## src/design/tlnef_pkg.sv

```systemverilog
// ----------------------------------------------------------------------------
// tlnef_pkg: shared types and constants of the line number and escape filter
// Holds the configuration bundle, the per-word expansion descriptor and the
// ASCII codes used by the front and back parts.
// ----------------------------------------------------------------------------
package tlnef_pkg;

    // Configuration register indexes
    localparam logic [2:0] CFG_NUMBER_NONBLANK  = 3'd0;
    localparam logic [2:0] CFG_NUMBER_ALL       = 3'd1;
    localparam logic [2:0] CFG_SQUEEZE_BLANK    = 3'd2;
    localparam logic [2:0] CFG_MARK_LINE_END    = 3'd3;
    localparam logic [2:0] CFG_SHOW_TABS        = 3'd4;
    localparam logic [2:0] CFG_SHOW_NONPRINTING = 3'd5;

    // Character codes
    localparam logic [7:0] CH_NL     = 8'h0A;
    localparam logic [7:0] CH_TAB    = 8'h09;
    localparam logic [7:0] CH_SPACE  = 8'h20;
    localparam logic [7:0] CH_ZERO   = 8'h30;
    localparam logic [7:0] CH_DOLLAR = 8'h24;
    localparam logic [7:0] CH_CARET  = 8'h5E;
    localparam logic [7:0] CH_I      = 8'h49;
    localparam logic [7:0] CH_M      = 8'h4D;
    localparam logic [7:0] CH_DASH   = 8'h2D;
    localparam logic [7:0] CH_QUEST  = 8'h3F;
    localparam logic [6:0] CH_DEL    = 7'h7F;
    localparam logic [6:0] CTL_MAX   = 7'd31;
    localparam logic [6:0] CARET_OFS = 7'd64;

    // Longest expansion of one text byte ("M-^X")
    localparam int CHR_MAX = 4;

    // Blank run counter saturates here
    localparam logic [1:0] BLANK_SAT = 2'd2;

    typedef struct packed {
        logic number_nonblank;
        logic number_all;
        logic squeeze_blank;
        logic mark_line_end;
        logic show_tabs;
        logic show_nonprinting;
    } t_cfg;

    // Character part of one queued word; bytes[0] goes out first
    typedef struct packed {
        logic                      num_en;
        logic [1:0]                last_idx;
        logic [CHR_MAX-1:0][7:0]   bytes;
    } t_chr;

endpackage

```

## src/design/tlnef_front.sv

```systemverilog
// ----------------------------------------------------------------------------
// tlnef_front: line tracking and classification
// Tracks line start, blank runs and the BCD line count, decides whether a
// word is dropped, renders the line number and works out the byte expansion.
// ----------------------------------------------------------------------------
module tlnef_front #(
    parameter int NUMBER_DIGITS = 6
) (
    input  logic                       i_clk,
    input  logic                       i_rst_n,
    input  tlnef_pkg::t_cfg            i_cfg,
    input  logic                       i_accept,
    input  logic [7:0]                 i_byte,
    input  logic                       i_new_file,
    output logic                       o_push,
    output tlnef_pkg::t_chr            o_chr,
    output logic [NUMBER_DIGITS*8-1:0] o_num
);

    localparam int CW = NUMBER_DIGITS * 4;

    logic          r_at_start, n_at_start;
    logic [1:0]    r_blank_run, n_blank_run;
    logic [CW-1:0] r_count, n_count;

    logic          line_start;
    logic [1:0]    run_in;
    logic          is_nl;
    logic          drop;
    logic          num_en;
    logic          full;
    logic          carry;
    logic [3:0]    dig;
    logic          seen;
    logic          hi;
    logic [6:0]    low;
    logic          ctl;
    logic [7:0]    fin;

    // Line and blank run state
    always_comb begin
        line_start  = r_at_start | i_new_file;
        run_in      = i_new_file ? 2'd0 : r_blank_run;
        is_nl       = (i_byte == tlnef_pkg::CH_NL);
        n_blank_run = run_in;
        drop        = 1'b0;
        num_en      = 1'b0;
        if (line_start) begin
            if (is_nl) begin
                n_blank_run = (run_in < tlnef_pkg::BLANK_SAT) ? run_in + 2'd1 : run_in;
            end else begin
                n_blank_run = 2'd0;
            end
            drop = i_cfg.squeeze_blank && (n_blank_run > 2'd1);
            if (!drop) begin
                num_en = i_cfg.number_nonblank ? !is_nl : i_cfg.number_all;
            end
        end
        n_at_start = drop ? 1'b1 : is_nl;
    end

    // Advance the BCD count, holding at all nines
    always_comb begin
        full    = 1'b1;
        for (int j = 0; j < NUMBER_DIGITS; j++) begin
            if (r_count[j*4 +: 4] != 4'd9) begin
                full = 1'b0;
            end
        end
        n_count = r_count;
        carry   = 1'b1;
        if (num_en && !full) begin
            for (int j = 0; j < NUMBER_DIGITS; j++) begin
                if (carry) begin
                    if (r_count[j*4 +: 4] >= 4'd9) begin
                        n_count[j*4 +: 4] = 4'd0;
                    end else begin
                        n_count[j*4 +: 4] = r_count[j*4 +: 4] + 4'd1;
                        carry             = 1'b0;
                    end
                end
            end
        end
    end

    // Render the number, leading zeros as spaces, leftmost digit at byte 0
    always_comb begin
        o_num = '0;
        seen  = 1'b0;
        dig   = '0;
        for (int j = NUMBER_DIGITS - 1; j >= 0; j--) begin
            dig = (r_count[j*4 +: 4] > 4'd9) ? 4'd9 : r_count[j*4 +: 4];
            if (dig != 4'd0 || j == 0) begin
                seen = 1'b1;
            end
            o_num[(NUMBER_DIGITS-1-j)*8 +: 8] =
                seen ? (tlnef_pkg::CH_ZERO + {4'd0, dig}) : tlnef_pkg::CH_SPACE;
        end
    end

    // Expand the byte itself
    always_comb begin
        hi  = i_byte[7];
        low = i_byte[6:0];
        ctl = (low <= tlnef_pkg::CTL_MAX) || (low == tlnef_pkg::CH_DEL);
        if (low <= tlnef_pkg::CTL_MAX) begin
            fin = {1'b0, low + tlnef_pkg::CARET_OFS};
        end else if (low == tlnef_pkg::CH_DEL) begin
            fin = tlnef_pkg::CH_QUEST;
        end else begin
            fin = {1'b0, low};
        end
        o_chr.num_en   = num_en;
        o_chr.bytes    = '0;
        o_chr.last_idx = 2'd0;
        if (i_cfg.mark_line_end && is_nl) begin
            o_chr.bytes[0] = tlnef_pkg::CH_DOLLAR;
            o_chr.bytes[1] = tlnef_pkg::CH_NL;
            o_chr.last_idx = 2'd1;
        end else if (i_cfg.show_tabs && i_byte == tlnef_pkg::CH_TAB) begin
            o_chr.bytes[0] = tlnef_pkg::CH_CARET;
            o_chr.bytes[1] = tlnef_pkg::CH_I;
            o_chr.last_idx = 2'd1;
        end else if (i_cfg.show_nonprinting && !is_nl && i_byte != tlnef_pkg::CH_TAB) begin
            case ({hi, ctl})
                2'b11: begin
                    o_chr.bytes    = {fin, tlnef_pkg::CH_CARET, tlnef_pkg::CH_DASH,
                                      tlnef_pkg::CH_M};
                    o_chr.last_idx = 2'd3;
                end
                2'b10: begin
                    o_chr.bytes[0] = tlnef_pkg::CH_M;
                    o_chr.bytes[1] = tlnef_pkg::CH_DASH;
                    o_chr.bytes[2] = fin;
                    o_chr.last_idx = 2'd2;
                end
                2'b01: begin
                    o_chr.bytes[0] = tlnef_pkg::CH_CARET;
                    o_chr.bytes[1] = fin;
                    o_chr.last_idx = 2'd1;
                end
                default: begin
                    o_chr.bytes[0] = fin;
                end
            endcase
        end else begin
            o_chr.bytes[0] = i_byte;
        end
    end

    assign o_push = i_accept && !drop;

    // Update state on each accepted word
    always_ff @(posedge i_clk) begin
        if (!i_rst_n) begin
            r_at_start  <= 1'b1;
            r_blank_run <= 2'd0;
            r_count     <= CW'(1);
        end else if (i_accept) begin
            r_at_start  <= n_at_start;
            r_blank_run <= n_blank_run;
            r_count     <= n_count;
        end
    end

endmodule

```

## src/design/tlnef_queue.sv

```systemverilog
// ----------------------------------------------------------------------------
// tlnef_queue: two-entry queue between front and back
// Holds classified words so that input and output stall independently.
// ----------------------------------------------------------------------------
module tlnef_queue #(
    parameter int WIDTH = 8
) (
    input  logic             i_clk,
    input  logic             i_rst_n,
    input  logic             i_push,
    input  logic [WIDTH-1:0] i_data,
    input  logic             i_pop,
    output logic             o_full,
    output logic             o_valid,
    output logic [WIDTH-1:0] o_data
);

    logic [WIDTH-1:0] r_mem [2];
    logic             r_wr, r_rd;
    logic [1:0]       r_count;

    assign o_full  = (r_count == 2'd2);
    assign o_valid = (r_count != 2'd0);
    assign o_data  = r_mem[r_rd];

    // Store pushed words
    always_ff @(posedge i_clk) begin
        if (i_push) begin
            r_mem[r_wr] <= i_data;
        end
    end

    // Advance pointers and count
    always_ff @(posedge i_clk) begin
        if (!i_rst_n) begin
            r_wr    <= 1'b0;
            r_rd    <= 1'b0;
            r_count <= 2'd0;
        end else begin
            if (i_push) begin
                r_wr <= ~r_wr;
            end
            if (i_pop) begin
                r_rd <= ~r_rd;
            end
            r_count <= r_count + {1'b0, i_push} - {1'b0, i_pop};
        end
    end

endmodule

```

## src/design/tlnef_back.sv

```systemverilog
// ----------------------------------------------------------------------------
// tlnef_back: output sequencer
// Steps through the number, tab and character bytes of the head word, one
// byte a cycle while the output is not stalled, into a registered output stage.
// ----------------------------------------------------------------------------
module tlnef_back #(
    parameter int NUMBER_DIGITS = 6
) (
    input  logic                       i_clk,
    input  logic                       i_rst_n,
    input  logic                       i_head_valid,
    input  tlnef_pkg::t_chr            i_head_chr,
    input  logic [NUMBER_DIGITS*8-1:0] i_head_num,
    output logic                       o_pop,
    output logic                       o_tvalid,
    input  logic                       i_tready,
    output logic [7:0]                 o_tdata,
    output logic                       o_tlast
);

    localparam int PW = $clog2(NUMBER_DIGITS + 5);

    logic          r_active;
    logic [PW-1:0] r_pos;
    logic          r_ovalid;
    logic [7:0]    r_odata;
    logic          r_olast;

    logic [PW-1:0] pos;
    logic [7:0]    sel;
    logic          last;
    logic          adv;

    // Pick the byte at the current position
    always_comb begin
        if (r_active) begin
            pos = r_pos;
        end else begin
            pos = i_head_chr.num_en ? '0 : PW'(NUMBER_DIGITS + 1);
        end
        sel = tlnef_pkg::CH_TAB;
        for (int i = 0; i < NUMBER_DIGITS; i++) begin
            if (pos == PW'(i)) begin
                sel = i_head_num[i*8 +: 8];
            end
        end
        for (int k = 0; k < tlnef_pkg::CHR_MAX; k++) begin
            if (pos == PW'(NUMBER_DIGITS + 1 + k)) begin
                sel = i_head_chr.bytes[k];
            end
        end
        last = (pos == PW'(NUMBER_DIGITS + 1) + PW'(i_head_chr.last_idx));
        adv  = i_head_valid && (!r_ovalid || i_tready);
    end

    assign o_pop    = adv && last;
    assign o_tvalid = r_ovalid;
    assign o_tdata  = r_odata;
    assign o_tlast  = r_olast;

    // Advance position and output stage
    always_ff @(posedge i_clk) begin
        if (!i_rst_n) begin
            r_active <= 1'b0;
            r_pos    <= '0;
            r_ovalid <= 1'b0;
        end else begin
            if (adv) begin
                r_active <= !last;
                r_pos    <= pos + PW'(1);
                r_ovalid <= 1'b1;
            end else if (i_tready) begin
                r_ovalid <= 1'b0;
            end
        end
    end

    // Load output word
    always_ff @(posedge i_clk) begin
        if (adv) begin
            r_odata <= sel;
            r_olast <= last;
        end
    end

endmodule

```

## src/design/text_line_number_escape_filter.sv

```systemverilog
// An accepted input word passes through the queue and the registered output stage.
// Throughput: one output word per cycle while the output is ready; an input word
// yields 1 to NUMBER_DIGITS+5 output words, sent one at a time by the one-byte output stage.
// A squeezed blank line yields no output.
// Reset (synchronous, active low) clears all options, the queue, the line
// start and blank run state, and sets the line count to 1.
// ----------------------------------------------------------------------------
// text_line_number_escape_filter: top level
// Numbers lines, squeezes blank lines and escapes control bytes of a text
// byte stream. Front classifies, a two-entry queue decouples, back emits.
// ----------------------------------------------------------------------------
module text_line_number_escape_filter #(
    parameter int NUMBER_DIGITS = 6
) (
    input  logic       i_clk,
    input  logic       i_rst_n,
    input  logic       i_s_tvalid,
    output logic       o_s_tready,
    input  logic [7:0] i_s_tdata,   // [7:0] in_byte
    input  logic       i_s_tuser,   // [0] new_file
    output logic       o_m_tvalid,
    input  logic       i_m_tready,
    output logic [7:0] o_m_tdata,   // [7:0] out_byte
    output logic       o_m_tlast,
    input  logic       i_cfg_we,
    input  logic [2:0] i_cfg_idx,
    input  logic [0:0] i_cfg_data
);

    localparam int QW = $bits(tlnef_pkg::t_chr) + NUMBER_DIGITS * 8;

    tlnef_pkg::t_cfg            r_cfg;
    tlnef_pkg::t_chr            f_chr, q_chr;
    logic [NUMBER_DIGITS*8-1:0] f_num, q_num;
    logic                       accept, push, pop, q_full, q_valid;
    logic [QW-1:0]              q_data;

    // Configuration writes
    always_ff @(posedge i_clk) begin
        if (!i_rst_n) begin
            r_cfg <= '0;
        end else if (i_cfg_we) begin
            case (i_cfg_idx)
                tlnef_pkg::CFG_NUMBER_NONBLANK:  r_cfg.number_nonblank  <= i_cfg_data[0];
                tlnef_pkg::CFG_NUMBER_ALL:       r_cfg.number_all       <= i_cfg_data[0];
                tlnef_pkg::CFG_SQUEEZE_BLANK:    r_cfg.squeeze_blank    <= i_cfg_data[0];
                tlnef_pkg::CFG_MARK_LINE_END:    r_cfg.mark_line_end    <= i_cfg_data[0];
                tlnef_pkg::CFG_SHOW_TABS:        r_cfg.show_tabs        <= i_cfg_data[0];
                tlnef_pkg::CFG_SHOW_NONPRINTING: r_cfg.show_nonprinting <= i_cfg_data[0];
                default: begin
                end
            endcase
        end
    end

    assign o_s_tready = !q_full;
    assign accept     = i_s_tvalid && !q_full;

    tlnef_front #(.NUMBER_DIGITS(NUMBER_DIGITS)) u_front (
        .i_clk      (i_clk),
        .i_rst_n    (i_rst_n),
        .i_cfg      (r_cfg),
        .i_accept   (accept),
        .i_byte     (i_s_tdata),
        .i_new_file (i_s_tuser),
        .o_push     (push),
        .o_chr      (f_chr),
        .o_num      (f_num)
    );

    tlnef_queue #(.WIDTH(QW)) u_queue (
        .i_clk   (i_clk),
        .i_rst_n (i_rst_n),
        .i_push  (push),
        .i_data  ({f_num, f_chr}),
        .i_pop   (pop),
        .o_full  (q_full),
        .o_valid (q_valid),
        .o_data  (q_data)
    );

    assign {q_num, q_chr} = q_data;

    tlnef_back #(.NUMBER_DIGITS(NUMBER_DIGITS)) u_back (
        .i_clk        (i_clk),
        .i_rst_n      (i_rst_n),
        .i_head_valid (q_valid),
        .i_head_chr   (q_chr),
        .i_head_num   (q_num),
        .o_pop        (pop),
        .o_tvalid     (o_m_tvalid),
        .i_tready     (i_m_tready),
        .o_tdata      (o_m_tdata),
        .o_tlast      (o_m_tlast)
    );

endmodule

```

## config.mk

```make
export PLATFORM = sky130hd
export DESIGN_NAME = text_line_number_escape_filter
export DESIGN_NICKNAME = d
export VERILOG_FILES = /design/src/design/tlnef_pkg.sv /design/src/design/tlnef_front.sv /design/src/design/tlnef_queue.sv /design/src/design/tlnef_back.sv /design/src/design/text_line_number_escape_filter.sv
export SDC_FILE = /design/constraint.sdc
export NUM_CORES = 1
export LEC_CHECK = 0
export CAP_MARGIN = 25
export CORE_UTILIZATION = 38
export DETAILED_ROUTE_END_ITERATION = 12
export DONT_BUFFER_PORTS = 1
export GPL_ROUTABILITY_DRIVEN = 1
export SLEW_MARGIN = 20
export SYNTH_ARGS = -nofsm -noshare
export SYNTH_HDL_FRONTEND = slang
export SYNTH_SLANG_ARGS = --single-unit
export TNS_END_PERCENT = 1
```

## constraint.sdc

```tcl
create_clock -name i_clk -period 4 [get_ports i_clk]
set_input_delay 0.4 -clock i_clk [delete_from_list [all_inputs] [get_ports i_clk]]
set_output_delay 0.4 -clock i_clk [all_outputs]
set_load 0.05 [all_outputs]
```

# After elaboration in Yosys (flattened, before gate mapping)
# Memory sizes are Yosys's and may differ from the RTL's. A register that Yosys moved wholly into a read port is not among the register bits.
# Index checks and enable logic that the tools add are counted.
[classes]
n_addsub = 18
n_lt_le_gt_ge = 15
eq_ne = 29
n_mux = 85
bitwise = 3
reduce_logical = 40
[op_table]
columns = ["operator", "count"]
rows = [
  ["$mux 8", 18],
  ["$mux 16", 4],
  ["$mux 4", 13],
  ["$pmux 8 s2", 3],
  ["$add 6x4->7 const A", 6],
  ["$mux 1", 36],
  ["$add 4x1->4 const B", 7],
  ["$mux 26", 1],
  ["$ge 4x4->1 const B", 6],
  ["$gt 4x4->1 const B", 6],
  ["$ne 4x4->1 const B", 6],
  ["$reduce_bool 4->1", 5],
  ["$eq 8x4->1 const B", 2],
  ["$reduce_and 3->1", 5],
  ["$mux 2", 7],
  ["$reduce_and 2->1", 7],
  ["$eq 4x3->1 const B", 3],
  ["$eq 4x4->1 const B", 3],
  ["$logic_and 1x1->1", 10],
  ["$eq 4x2->1 const B", 2],
  ["$ne 8x4->1 const B", 1],
  ["$add 7x7->7 const B", 1],
  ["$eq 7x7->1 const B", 1],
  ["$le 7x5->1 const B", 1],
  ["24 further kinds", 36],
]
[totals]
register_bits = 52
ramBits = 164
output_inout_bits = 11
elab_cells = 213
n_memories = 1
[mem_list]
columns = ["memory", "words", "width", "rd", "rd_clocked_by_memory_dff", "wr", "line_no", "rtl"]
rows = [
  ["u_queue.r_mem", 2, 82, 1, 1, 1, "tlnef_queue.sv:18", "logic [WIDTH-1:0] r_mem [2];"],
]

# Depth between registers and ports, before layout
# Gate-level depths: netlist of run 1.
[logic_depth]
ltp_word = 20
depth_mapped = 14

# By module
# From an unflattened synthesis of run 1, not the netlist that was laid out.
[hier_totals]
cells_unflattened = 828
hier_area_um2 = 10806.6
[modules_own_cells]
columns = ["mod", "n_inst", "cells_each", "area_each_um2"]
rows = [
  ["tlnef_queue", 1, 279, 6566.3],
  ["tlnef_front", 1, 337, 2457.4],
  ["tlnef_back", 1, 185, 1492.7],
  ["text_line_number_escape_filter", 1, 27, 290.3],
]

# Least setup slack after synthesis of run 1
# OpenSTA, ideal clock, no wires.
[synth_timing]
kind = "register -> register"
from = "reg u_queue.r_count[0]"
to = "mem u_queue.r_mem[0][0] in the netlist's numbering (enable)"
setup_ns = 0.487
arrival_ns = 3.905
required_ns = 3.513
slack_ns = -0.392
stages_incl_launch_ff = 4
path_buffers = 0
synth_period_minus_slack_ns = 4.392
cell_sequence = "dfxtp_1 nand2b_1 o311a_1 nor2b_1"
[synth_via]
elab_chain_len = 6
[synth_lines]
columns = ["element", "line_no", "rtl"]
rows = [
  ["from (decl)", "tlnef_queue.sv:20", "logic [1:0] r_count;"],
  ["from (signal assigned)", "tlnef_queue.sv:46", "r_count <= r_count + {1'b0, i_push} - {1'b0, i_pop};"],
  ["$eq 2x2->1", "tlnef_queue.sv:22", "assign o_full = (r_count == 2'd2);"],
  ["$logic_not 1->1", "n/a", ""],
  ["via o_s_tready", "text_line_number_escape_filter.sv:18", "output logic o_s_tready,"],
  ["$logic_and 1x1->1", "text_line_number_escape_filter.sv:57", "assign accept = i_s_tvalid && !q_full;"],
  ["$logic_and 1x1->1", "tlnef_front.sv:151", "assign o_push = i_accept && !drop;"],
  ["$mux 1", "tlnef_queue.sv:28", "if (i_push) begin"],
  ["$mux 1 (not written as such)", "tlnef_queue.sv:29", "r_mem[r_wr] <= i_data;"],
  ["to (decl)", "tlnef_queue.sv:18", ""],
]
# The timed path passes the listed nets, and every way through them passes these cells.

# Worst setup path after layout of run 1
[layout_timing]
from = "reg u_back.r_active"
to = "reg u_back.r_odata[0] (netlist: u_back.o_tdata[0]) (data pin)"
[layout_via]
elab_chain_len = 12
word_cells_on_any_way = 21
cone_classes = "eq/ne (9); mux (11); reduce/logical (1)"
[layout_lines]
columns = ["element", "line_no", "rtl"]
rows = [
  ["from (decl)", "tlnef_back.sv:23", "logic r_active;"],
  ["from (signal assigned)", "tlnef_back.sv:69", "r_active <= !last;"],
  ["$mux 4 (*)", "tlnef_back.sv:36", "if (r_active) begin"],
  ["$logic_not 4->1", "tlnef_back.sv:43", "if (pos == PW'(i)) begin"],
  ["$mux 8 (6 in a row)", "tlnef_back.sv:43", ""],
  ["$mux 8 (3 in a row)", "tlnef_back.sv:48", "if (pos == PW'(NUMBER_DIGITS + 1 + k)) begin"],
  ["$mux 8 (*)", "tlnef_back.sv:48", ""],
  ["via u_back.sel[0]", "tlnef_back.sv:30", "logic [7:0] sel;"],
  ["to (signal assigned)", "tlnef_back.sv:81", "r_odata <= sel;"],
  ["to (decl)", "tlnef_back.sv:26", "logic [7:0] r_odata;"],
]
# The timed path passes the listed nets; every way through them passes the cells marked *.
# A chain may end at the register's enable or synchronous reset.

==> impl_metrics.json, run 1 <==
{
  "maxCapViolCount": 0,
  "first_global_vias": 5525,
  "cts_setup_buffers": 0,
  "core_area_sq_um": 21900,
  "leakage_nw": 3.26,
  "nFillCells": 2112,
  "hold_viol_final": 0,
  "synth-async-reset-ratio_pct": 0,
  "wl_per_cell_um": 19.0,
  "clk_pin_slew_ps": 70,
  "synth_cell_types": 67,
  "drive_above_1_share_pct": 10.5,
  "layout_commonest_cell": "edfxtp_1",
  "rows": 54,
  "ctsHoldBuffers": 0,
  "syn_inst": 737,
  "grt_usage_pct": 18.0,
  "design.die.area_sq_um": 22900,
  "grt_max_degree": 62,
  "cp.arrival_ps": 3460,
  "die_h_um": 151,
  "grt_first_pass_wirelength_um": 30900,
  "drtPass1Iterations": 5,
  "synthFlopType": "edfxtp_1",
  "tightest_slew_ps": 1040,
  "hold_path.class": "in2reg",
  "syn2layout_area_growth_pct": 9.98,
  "clk_latency_ps": 430,
  "h-tree-depth": 4,
  "synth-edff-count": 131,
  "numCtsBuffers": 17,
  "io_pins": 29,
  "rr_startpoint": "u_back.r_active",
  "avgViaCountPerCell": 5.58,
  "powerDensity_nw_per_um2": 539,
  "vias": 5690,
  "cts_root_buf": "clkbuf_16",
  "min-delay-start": "i_rst_n",
  "hpwl_um": 13900,
  "cp-end-kind": "flip-flop",
  "yosysWarnings": 0,
  "final_cell_mix": "edfxtp_1 (131), nand2_1 (58), mux2i_1 (54)",
  "yosys_register_bits": 175,
  "dp_cells": 988,
  "fin_cells": 1020,
  "avgSynthCellArea_sq_um": 11.5,
  "period_needed_ps": 3300,
  "io_buffer_count": 0,
  "finalCritPeriodShare_pct": 82.5,
  "drc": 0,
  "rrSetupSlack_ps": 700,
  "cts_sinks": 175,
  "tns_ps": 0,
  "final_nets": 772,
  "crit_type": "reg2reg",
  "finalSetupViolCount": 0,
  "netlist_area_sq_um": 8490,
  "run_status": "completed",
  "r2r_cells": 9,
  "fmax_mhz": 303,
  "hold_ws_ps": 78.2,
  "maxSlewViolCount": 0,
  "diodes": 0,
  "slew_headroom_pct": 30.7,
  "postRouteAntennaNets": 0,
  "initial_core_util_pct": 38.8,
  "critical_path_required_ps": 4160,
  "cts_tree": "yes",
  "routed_wl_um": 19400,
  "rsz0062_at_grt": "false",
  "critical_path.max_fanout": 15,
  "syn_nets": 782,
  "gp_congestion": 0.875,
  "fin_skew_ps": 13.2,
  "start_kind": "flip-flop",
  "ir_drop_uv": 390,
  "drtIter0Drc": 492,
  "seq_area_frac_synth_pct": 56.7,
  "antenna_found_initial": 0,
  "holdPathStages": 1,
  "post_cts_resized": 0,
  "clockBufferDepth": 2,
  "rr_endpoint": "u_back.o_tdata[0]",
  "min_to": "u_front.r_count[0]",
  "gr-total-overflow": 0,
  "chipWidth_um": 151
}
[sequential cells by signal, summed over array words and instances, names as in the netlist, 2 cells and up, named ones only]
name / flops
r_cfg: 6
u_back.r_pos: 4
u_front.r_count: 24
u_queue.r_mem: 122
u_front.r_blank_run: 2
u_back.o_tdata: 8
u_queue.r_count: 2
[power breakdown]
| part | internal, mW | total (mW) | switching, mW |
|---|---|---|---|
| clock network | 0.882 | 1.62 | 0.739 |
| registers | 2.23 | 2.47 | 0.240 |
| logic | 0.324 | 0.946 | 0.622 |
| total | 3.43 | 5.04 | 1.60 |
[cell usage after synthesis, types with 6 or more instances]
cell | instances | area [sq um]
nor2_1 | 53 | 199
nor3_1 | 16 | 80.1
nor2b_1 | 15 | 93.8
mux2i_1 | 54 | 541
nand3_1 | 19 | 95.1
xnor2_1 | 7 | 61.3
dfxtp_1 | 44 | 881
nand4b_1 | 9 | 78.8
nor4_1 | 12 | 75.1
o21ai_0 | 33 | 165
nand2b_1 | 8 | 50.1
inv_1 | 33 | 124
a21oi_1 | 22 | 110
ha_1 | 27 | 338
nand4_1 | 9 | 56.3
and2_1 | 13 | 81.3
clkbuf_1 | 27 | 101
o31ai_1 | 12 | 90.1
nand2_1 | 58 | 218
o211ai_1 | 6 | 45.0
o22ai_1 | 8 | 50.1
edfxtp_1 | 131 | 3930
mux2_2 | 23 | 259
a211oi_1 | 8 | 60.1
[critical path, stage by stage (launching register included)]
cell,delay [ps]
dfxtp_1,500
inv_1,200
mux2i_1,580
inv_1,160
ha_1,420
nand2b_1,360
nor2_1,220
a21oi_1,90
a221oi_1,370
o31ai_1,130
[per-layer routing]
| metal | part of all wire (%) | track usage [%] | vias to the layer above |
|---|---|---|---|
| li1 | - | - | 2735 |
| met1 | 49 | 25.5 | 2779 |
| met2 | 45 | 27.5 | 155 |
| met3 | 4.5 | 3.44 | 21 |
| met4 | 1.4 | 5.95 | 0 |
| met5 | 0 | 0 | - |
[cell families after synthesis]
family,after synthesis,share of synthesized area [%]
simple gates,253,16.0
flops,175,56.7
compound gates,126,9.79
mux,77,9.42
buf+inv,71,3.30
fa+ha+maj,27,3.98
xor+xnor,8,0.826
[metrics by stage]
step                cell area, sq um  power, mW  util (%)  worst slack, ps
finish                          9340       5.04      42.6              700
global route                    9340       5.26      42.6              435
CTS                             9340       5.07      42.6              718
detailed placement              8760       3.45      40.0              742
global placement                8760       3.42      40.0              929
floorplan                       8490       3.17         -              753
[how the worst max path moves through the flow]
stage                    startpoint            endpoint  slack (ps)  depth (start not counted)
floorplan                 flip-flop  u_queue.r_count[1]         750                         13
global placement          flip-flop  u_queue.r_count[1]         930                         11
detailed placement  u_back.r_active   u_back.o_tdata[0]         740                          9
CTS                 u_back.r_active   u_back.o_tdata[0]         720                          9
global route        u_back.r_active   u_back.o_tdata[0]         430                          9
finish              u_back.r_active   u_back.o_tdata[0]         700                          9
[final cells by class]
class / count / area (sq um) / share of cell area (%)
clock buffer: 18 / 429 / 4.60
clock inverter: 14 / 146 / 1.57
inverter: 33 / 124 / 1.33
multi-input combinational: 491 / 3400 / 36.4
sequential: 175 / 4820 / 51.6
tap: 280 / 350 / 3.75
timing repair buffer: 9 / 67.6 / 0.724
Note: power is estimated with default switching activity, not from simulation.
==> run 2: changes to the inputs <==
==> constraint.sdc (replaced) <==
create_clock -name i_clk -period 3 [get_ports i_clk]
set_input_delay 0.3 -clock i_clk [delete_from_list [all_inputs] [get_ports i_clk]]
set_output_delay 0.3 -clock i_clk [all_outputs]
set_load 0.05 [all_outputs]
==> impl_metrics.json, run 2 (same netlist as run 1, synthesis figures left out) <==
{
  "run_status": "completed",
  "gp_congestion": 0.905,
  "final_nets": 787,
  "initial_core_util_pct": 38.8,
  "grt_busiest_layer": "met2",
  "groute.layer.met1.usage_pct": 25.4,
  "rsz0062_at_grt": "false",
  "maxCapViolCount": 0,
  "largest_register": "u_queue.r_mem",
  "dp_cells": 1002,
  "switching_share_pct": 31.1,
  "numCtsBuffers": 17,
  "holdPathStages": 2,
  "post_dp_cell_area_sq_um": 8880,
  "finalSetupViolCount": 0,
  "gr-total-overflow": 0,
  "io_buffer_count": 0,
  "clkPwrFrac_pct": 32.2,
  "hpwl_um": 14300,
  "crit_type": "reg2reg",
  "drtPass1Iterations": 5,
  "powerDensity_nw_per_um2": 720,
  "antenna_found_initial": 0,
  "hold_path.class": "in2reg",
  "worst_slack_ps": 199,
  "r2r_cells": 9,
  "clk_pin_slew_ps": 70,
  "clk_latency_ps": 430,
  "h-tree-depth": 4,
  "ir_drop_uv": 371,
  "design_area_sq_um": 9470,
  "pre_cts_ws_ps": 93.9,
  "wl_per_cell_um": 19.2,
  "slew_headroom_pct": 44.5,
  "period_needed_ps": 2800,
  "cts_tree": "yes",
  "core_area_sq_um": 21900,
  "syn2layout_area_growth_pct": 11.6,
  "postRouteAntennaNets": 0,
  "drive_above_1_share_pct": 12.2,
  "met2_usage_pct": 28.7,
  "final_cell_mix": "edfxtp_1 (131), nand2_1 (58), mux2i_1 (53), nor2_1 (53), dfxtp_1 (43)",
  "fin_skew_ps": 10.4,
  "first_global_vias": 5634,
  "chipWidth_um": 151,
  "grt_max_degree": 62,
  "grt_first_pass_wirelength_um": 31100,
  "met3_usage_pct": 3.38,
  "drtIter0Drc": 456,
  "layout_commonest_cell": "edfxtp_1",
  "critical_path.max_fanout": 11,
  "critical_path_required_ps": 3160,
  "comb_power_share_pct": 19.7,
  "cts_root_buf": "clkbuf_16",
  "internal-power_mw": 4.70,
  "vias": 5816,
  "cts_sinks": 175,
  "p_seq_share_pct": 48.1,
  "io_pins": 29,
  "tightest_slew_ps": 833,
  "switching_power_mw": 2.12,
  "leakage_nw": 3.33,
  "maxSlewViolCount": 0,
  "hold_viol_final": 0,
  "design.die.area_sq_um": 22900,
  "grt_usage_pct": 18.2,
  "cts_setup_buffers": 0,
  "fin_cells": 1035,
  "cp.arrival_ps": 2960,
  "finalCritPeriodShare_pct": 93.4,
  "clockBufferDepth": 2,
  "routed_wl_um": 19900,
  "fmax_mhz": 357,
  "diodes": 0,
  "rows": 54,
  "drc": 0,
  "nFillCells": 2047,
  "cp-end-kind": "flip-flop",
  "die_h_um": 151,
  "avgViaCountPerCell": 5.62,
  "largest_reg_flops": 122,
  "start_kind": "flip-flop"
}
run 2: final timing paths:
check / start / end / slack [ps]
max: u_back.r_active / u_back.o_tdata[0] / 200
min reg2reg: u_back.r_pos[0] / u_back.r_pos[0] / 480
min: i_rst_n / u_front.r_count[18] / 30
max reg2reg: u_back.r_active / u_back.o_tdata[0] / 200
run 2: what timing repair did:
item,CTS,global route
hold buffers,1,0
setup endpoints to repair,0,8
gates resized for setup,0,1
endpoints found under the hold margin,6,0
run 2: worst max-delay path, stage by stage (launching register included):
cell and delay, ps:
dfxtp_1 490, inv_1 210, mux2i_2 450, inv_1 130, ha_1 330, nand2b_1 210
nor2_1 140, a21oi_1 80, a221oi_1 350, o31ai_1 140
run 2: power groups by stage:
stage | sequential [mW] | combinational [mW] | clock [mW]
floorplan | 3.30 | 0.932 | 0
global placement | 3.33 | 1.30 | 0
detailed placement | 3.34 | 1.32 | 0
CTS | 3.29 | 1.33 | 2.23
global route | 3.31 | 1.47 | 2.33
finish | 3.28 | 1.34 | 2.20
run 2: cell type report:
class	count	area [sq um]	share of cell area (%)
multi-input combinational	491	3410	35.9
inverter	33	124	1.31
timing repair buffer	24	195	2.06
clock buffer	17	425	4.49
tap	280	350	3.70
clock inverter	15	158	1.66
sequential	175	4820	50.8
run 2: layer usage:
metal	part of all wire, %	vias to the layer above
met5	0	-
met1	46	2850
li1	-	2759
met2	46	177
met3	5.4	30
met4	1.7	0
run 2: stage by stage:
step	hold slack, ps	TNS (ps)	utilization (%)	total power [mW]
after floorplan	436	-4660	-	4.23
after global placement	403	0	40.6	4.63
after detailed placement	400	0	40.6	4.66
after CTS	10.0	0	43.3	6.85
after global routing	10.2	0	43.3	7.11
final	25.6	0	43.3	6.82
==> run 3: changes to the inputs <==
--- a/config.mk
+++ b/config.mk
@@ -6,10 +6,11 @@
 export NUM_CORES = 1
 export LEC_CHECK = 0
 export CAP_MARGIN = 25
-export CORE_UTILIZATION = 38
+export CORE_UTILIZATION = 58
 export DETAILED_ROUTE_END_ITERATION = 12
 export DONT_BUFFER_PORTS = 1
 export GPL_ROUTABILITY_DRIVEN = 1
+export PLACE_DENSITY = 0.76
 export SLEW_MARGIN = 20
 export SYNTH_ARGS = -nofsm -noshare
 export SYNTH_HDL_FRONTEND = slang
==> impl_metrics.json, run 3 (same netlist as run 1, synthesis figures left out) <==
{
  "slew_headroom_pct": 43.9,
  "grt_usage_pct": 27.4,
  "hold_path.class": "in2reg",
  "routed_wl_um": 19100,
  "clk_latency_ps": 440,
  "maxCapViolCount": 0,
  "avgViaCountPerCell": 6.40,
  "critPathSlowestCell": "mux2i_1",
  "vias": 5962,
  "worst_slack_ps": 231,
  "ir_drop_uv": 489,
  "cp-end-kind": "flip-flop",
  "critical_path.max_fanout": 10,
  "postRouteAntennaNets": 0,
  "io_pins": 29,
  "io_buffer_count": 0,
  "cts_root_buf": "clkbuf_16",
  "cp_cell_sequence": "mux2i_1 > mux2i_1 > buf_4 > ha_1 > or2_2 > a21o_1 > a32oi_1 > o21ai_0 > o21ai_0",
  "die_h_um": 123,
  "antenna_found_initial": 0,
  "critPathMaxStageDelay_ps": 390,
  "pre_cts_ws_ps": 268,
  "largest_reg_flops": 122,
  "grt_max_degree": 62,
  "drtPass1Iterations": 7,
  "final_cell_mix": "edfxtp_1 (131), nand2_1 (58), mux2i_1 (54)",
  "powerDensity_nw_per_um2": 747,
  "cts_setup_buffers": 0,
  "period_needed_ps": 2770,
  "critical_path_required_ps": 3240,
  "clk_pin_slew_ps": 70,
  "fmax_mhz": 361,
  "drive_above_1_share_pct": 12.1,
  "cts_sinks": 175,
  "cp.arrival_ps": 3010,
  "core_area_sq_um": 14100,
  "fin_skew_ps": 7.10,
  "wl_per_cell_um": 20.4,
  "leakage_nw": 3.36,
  "crit_type": "reg2reg",
  "drc": 0,
  "largest_register": "u_queue.r_mem",
  "h-tree-depth": 4,
  "rsz0062_at_grt": "false",
  "grt_first_pass_wirelength_um": 30500,
  "design.die.area_sq_um": 15100,
  "diodes": 0,
  "finalCritPeriodShare_pct": 92.3,
  "power_mw": 7.03,
  "nFillCells": 1027,
  "layout_commonest_cell": "edfxtp_1",
  "chipWidth_um": 123,
  "gr-total-overflow": 0,
  "hold_viol_final": 0,
  "maxSlewViolCount": 0,
  "cts_tree": "yes",
  "dp_cells": 899,
  "initial_core_util_pct": 60.2,
  "gp_congestion": 0.956,
  "tns_ps": 0,
  "final_nets": 784,
  "min-delay-start": "i_cfg_data",
  "fin_cells": 932,
  "drtIter0Drc": 831,
  "syn2layout_area_growth_pct": 10.8,
  "hold_ws_ps": 12.4,
  "numCtsBuffers": 17,
  "start_kind": "flip-flop",
  "rows": 43,
  "run_status": "completed",
  "tightest_slew_ps": 839,
  "clockBufferDepth": 2,
  "first_global_vias": 5684,
  "finalSetupViolCount": 0,
  "hpwl_um": 13300
}
-- run 3: cell types whose count changed in the layout (fill, tap and decap cells not counted), sizes merged --
| cell | previous run | this run |
|---|---|---|
| buf | 23 | 20 |
| bufinv | 2 | 4 |
| inv | 39 | 36 |
| clkbuf | 17 | 21 |
| clkinv | 4 | 1 |
-- run 3: critical path, delay by kind of cell, from the launching register on --
kind | cells | cell delay [ps]
AND/OR/NAND/NOR | 1 | 360
adder cells (fa/ha/maj) | 1 | 330
buffers and inverters | 1 | 200
AO/OA/AOI/OAI | 4 | 740
flip-flops | 1 | 380
multiplexers | 2 | 570
-- run 3: final timing paths --
path	end	slack, ps	cells after the start
worst min-delay path	r_cfg[2]	10	2
worst max-delay path	u_back.o_tdata[2]	230	9
worst max register to register	u_back.o_tdata[2]	230	9
worst min register to register	u_back.r_pos[0]	470	2
-- run 3: area by class of cell --
type / count / area (sq um) / share of cell area, %
flip-flops and latches: 175 / 4820 / 51.2
multi-input cells: 491 / 3400 / 36.2
clock buffers: 21 / 480 / 5.11
well taps: 180 / 225 / 2.39
repair buffers: 21 / 185 / 1.97
clock inverters: 11 / 174 / 1.85
inverters: 33 / 124 / 1.32
-- run 3: timing repair --
item	CTS	global route
gates resized for setup	0	1
hold buffers	1	0
hold endpoints to repair	6	0
setup endpoints to repair	0	1
-- run 3: power by group --
group	internal, mW	total, mW	switching, mW
Sequential	2.97	3.28	0.312
Combinational	0.486	1.33	0.845
Clock	1.49	2.42	0.929
-- run 3: per-stage QoR --
| stage | cell area, sq um | util, % |
|---|---|---|
| floorplan | 8500 | - |
| global placement | 8740 | 62.0 |
| detailed placement | 8740 | 62.0 |
| CTS | 9410 | 66.7 |
| global route | 9410 | 66.7 |
| finish | 9410 | 66.7 |
-- run 3: metal layers --
layer,wire length [um],track usage [%]
met5,0,0
met3,1420,5.21
met2,8980,43.6
met1,8360,38.5
met4,292,7.91
